==> src/rtl/core/mrgq_mem.sv <==
`timescale 1ns / 1ps
module mrgq_mem #(
	parameter int DEPTH = 26,
	parameter int AW = 5,
	parameter int DW = 31
) (
	input logic clk,
	input logic we,
	input logic [AW-1:0] waddr,
	input logic [DW-1:0] wdata,
	input logic [AW-1:0] raddr,
	output logic [DW-1:0] rdata
);
	logic [DW-1:0] mem [DEPTH];
	always_ff @(posedge clk) begin
		if (we) mem[waddr] <= wdata;
		rdata <= mem[raddr];
	end
endmodule

==> config.mk <==
export PLATFORM = sky130hd
export DESIGN_NAME = mrgq_mem
export DESIGN_NICKNAME = d
export VERILOG_FILES = /design/src/rtl/core/mrgq_mem.sv
export SDC_FILE = /design/constraint.sdc
export NUM_CORES = 1
export LEC_CHECK = 0
export BUFFER_PORTS_ARGS = -buffer_cell sky130_fd_sc_hd__buf_4
export CAP_MARGIN = 20
export CORE_UTILIZATION = 45
export CTS_CLUSTER_DIAMETER = 50
export DETAILED_ROUTE_END_ITERATION = 10
export HOLD_SLACK_MARGIN = 0.1
export MAX_ROUTING_LAYER = met4
export PLACE_DENSITY = 0.58
export SLEW_MARGIN = 20
export SYNTH_ARGS = -nofsm -noshare
export SYNTH_HDL_FRONTEND = slang
export SYNTH_SLANG_ARGS = --single-unit
==> constraint.sdc <==
create_clock -name clk -period 6.2 [get_ports clk]
set_clock_uncertainty 0.2 [all_clocks]
set_input_delay 0 -clock clk [delete_from_list [all_inputs] [get_ports clk]]
set_output_delay 0 -clock clk [all_outputs]
set_load 0.02 [all_outputs]
# [Word-level counts from Yosys, hierarchy flattened]
# Memories as Yosys holds them, arrays and structs flattened. A register that Yosys moved wholly into a read port is not among the register bits.
# Index checks and enable logic that the tools add are counted.
[totals] reg_bits=0 mem_bits_rw=806 in_bits=43 out_inout_bits=31 word_cells=3 n_memories=1
[memory_table] name="mem" words=26 width=31 rd=1 rd_ports_with_merged_regs=1 write_ports=1 line="14" text="logic [DW-1:0] mem [DEPTH];"
[classes] n_mux=2
[ops] operator="$mux 1" count=2

# [Depth between registers and ports, before layout]
[depth] word_depth=2 depth_mapped=8 depth_no_buf=4

# [Worst setup path after synthesis]
# OpenSTA, ideal clock, no wires.
[synth_timing] path_kind="input to register" startpoint="in waddr[0]" endpoint="mem mem[20][0] (enable)" setup_time_ns=0.419 arrival_time_ns=1.957 slack_ns=3.623 stages=3 n_path_buf=1 cell_sequence="or3b_2 -> clkbuf_1 -> nor2_1"
[synth_lines] item="from (decl)" line="9" text="input logic [AW-1:0] waddr,"
[synth_lines] item="to (decl)" line="14"
# Straight into the memory's write port.

==> impl_results.md <==
- Status: complete, no violations
- Post-synth net total: 1536
- Share of the synthesized area in the top cell type: 76.5%
- Port buffer count: between 70 and 80
- Clock Path Buffers: 3
- Largest net degree at the start of global routing: 93
- Initial DRT Pass Iterations: 5
- CP max stage delay: 0.61 ns
- Max VDD drop: 0.191 mV
- Area leader, netlist: edfxtp_1
- TritonCTS clock tree: built
- Leakage power: 12.1 nW
- Worst setup EP type: flip-flop
- Post-synth EDFFs: 806
- Post-synthesis cell count: ~1500
- Most frequent CP cell: dlygate4sd3_1
- Kind of critical path: in2reg
- # rows: 96
- Num CTS Buffers: between 90 and 100
- Critical path depth: 9
- GRT Residual Overflow: 0
- Fin Hold WS: 0.113 ns
- Max-cap viol count: 0
- CP max stage cell: buf_12
- Crit-path max FO: between 90 and 100
- Die X: 267 um
- CP Launch Type: primary input
- Worst-margin pin slew: 1.14 ns
- Ys Warns: 0
- Post-CTS Hold Fix Bufs: a little under 80
- Initial antenna violation count: 2
- Crit path arrival time: 4.18 ns
- Vias in the first global route: about 16000
- Die area: 71400 um2
- Syn avg cell area: 21.2 um2
- Initial Utilization: 45.8%
- Initial DRC count: between 1000 and 1500
- Adder-Cell Fraction of Synth Area: 0%
- Fin cells: 2706
- Area contributors post-synth: edfxtp_1, mux4_2, mux2i_1
- Die Height: 267 um
- DR vias: 15400
- Clock latency at the later pin of the worst-skew pair: 0.63 ns
- Worst-path clk slew: 0.06 ns
- Final Critical Period: 3.86 ns
- Hold Vio Cnt, Final: 0
- Fraction of registers with async set/reset: 0%
- RePlAce Congestion: 0.732
- Cts repair resizes: 0
- Synth-to-Final Area Change: 17.7%
- Slew margin rel.: 24.2%
- I/O pins: 74
- Fin nets: 1736
- DRT Wirelength: 76.7 mm
- Largest family of logic cells by synthesized area: multiplexers
- Critical Path, Cell by Cell: dlygate4sd3_1, buf_8, buf_12, mux4_2, mux2_2, o211ai_1, dlygate4sd3_1, o311ai_1, dlygate4sd3_1
- CTS Root Cell: clkbuf_16
- Hold Path Class: in2reg
- Core area: 69100 um2
- Sequential element share of the synthesized area: slightly below 80%
- # setup viols final: 0
- Tcrit/Tclk final: 62.3%
- Netlist cell types: 29
- Sink Count: between 800 and 900
- Top FF cell, synth: edfxtp_1
- Max Transition Viols Final: 0
- Simple-gate share of the synthesized area: between 1 and 1.5%
- Fmax: 0.259 GHz
- Post-synthesis cell area: 31700 um2
- Final TNS setup: 0 ns
- Post-CTS Setup Inserts: 0
- Layout cell share with drive strength beyond 1: 26.9%
- Post-route ant nets: 0
- Multiplexer share of the synthesized area: 15.0%
- Placed Cells: around 2500
- Synth Area in Compound Gates: 3.72%
- Crit-path leading delay family: buffers and inverters
- # DRC: 0
- Worst path bufs/invs: 5
- Flops & latches, synth: 837
- Worst R2R Path Depth: 6
- CP required: 6.52 ns
- DR vias/cell: 5.71
- Xor and xnor area share after synthesis: 0%
- Hpwl dp: 37.6 mm
- WL/cell: 28.4 um
- RSZ-0062 raised after global routing: false
- PwrDens: 329 nW/um2
- GRT Total Usage: 22.6%
- Hold Path Cell Cnt: 3
- First-pass GRT wire length: 111 mm
- CTS H-Tree Depth: 3
==> sequential cells by signal, summed over array words and instances, names as in the netlist <==
signal / cells
rdata: 31
mem: 806
==> routing by layer <==
layer  GRT usage, %  share of wire, %  vias to the layer above
met5              -                 0                        -
met4           6.20               1.9                        0
met3           3.03               5.5                       97
met2           36.5                50                      488
met1           30.1                43                     8232
li1               -                 -                     6630
==> metrics by stage <==
stage               worst slack [ns]  util (%)  total power [mW]  cell area [um2]
floorplan                       3.62         -              6.77            31700
global placement                3.26      48.4              7.02            33500
detailed placement              3.30      48.5              7.03            33500
CTS                             2.36      53.9              12.4            37200
global route                    2.12      53.9              12.6            37300
finish                          2.34      53.9              12.3            37300
==> cells in the mapped netlist, types with 3 or more instances <==
cell type  count
a22o_1        31
o211ai_2       3
clkbuf_1      39
mux4_1         3
a22oi_1       31
nand2_1       63
mux2_2        62
buf_2         15
or3b_2         3
nor2_1        28
buf_1          7
mux2i_1      124
mux4_2       121
nand3b_1       5
dfxtp_1       31
edfxtp_1     806
buf_6          8
o21ai_0       31
o211ai_1      28
o311ai_1      31
buf_4         15
==> worst min-delay path, cell delays in order <==
cell and delay (ns):
buf_4 0.12, nand3b_1 0.54, nor2_4 0.11
==> cells by family (layout without fill, tap and decap cells) <==
family | after synthesis | in the layout
buf+inv | 84 | 363
other cells | 0 | 3
compound gates | 155 | 155
mux | 310 | 310
simple gates | 107 | 107
flops | 837 | 837
==> area by class of cell <==
type	instances	area, um2
Multi-Input combinational cell	572	6600
Antenna cell	3	7.51
Clock inverter	54	475
Sequential cell	837	24800
Tap cell	931	1160
Fill cell	5300	31800
Clock buffer	119	2510
Timing Repair Buffer	190	1680
==> worst paths after layout <==
check                    from          end  slack (ns)
setup / recovery     raddr[0]    rdata[22]        2.34
hold / removal       waddr[0]  mem[17][13]        0.11
setup reg to reg  mem[10][22]    rdata[22]        3.42
hold reg to reg   mem[24][27]    rdata[27]        0.42
==> placed cells by master (no fill, tap or decap), types with 2 or more instances in the layout <==
master | netlist | layout
o311ai_1 | 31 | 31
a22o_1 | 31 | 31
buf_12 | 0 | 2
mux2i_1 | 124 | 124
nand2_1 | 63 | 63
clkinvlp_4 | 0 | 8
clkbuf_16 | 0 | 94
dfxtp_1 | 31 | 31
dlygate4sd3_1 | 0 | 78
edfxtp_1 | 806 | 806
o21ai_0 | 31 | 31
bufinv_16 | 0 | 6
buf_4 | 15 | 107
diode_2 | 0 | 3
clkbuf_8 | 0 | 6
clkbuf_1 | 39 | 19
o211ai_1 | 28 | 28
or3b_2 | 3 | 3
nor2_4 | 0 | 27
clkinv_1 | 0 | 11
mux4_1 | 3 | 3
a22oi_1 | 31 | 31
mux2_2 | 62 | 62
inv_6 | 0 | 7
clkinv_4 | 0 | 3
mux4_2 | 121 | 121
o211ai_2 | 3 | 3
nand3b_1 | 5 | 5
clkinv_2 | 0 | 18
==> power breakdown <==
group	switching, mW	leakage (nW)	internal [mW]
combinational	0.371	3.15	0.261
sequential	0.0313	7.52	6.29
clock	2.19	1.45	3.12
total	2.59	12.1	9.67
Power figures use the tool's default switching activity.
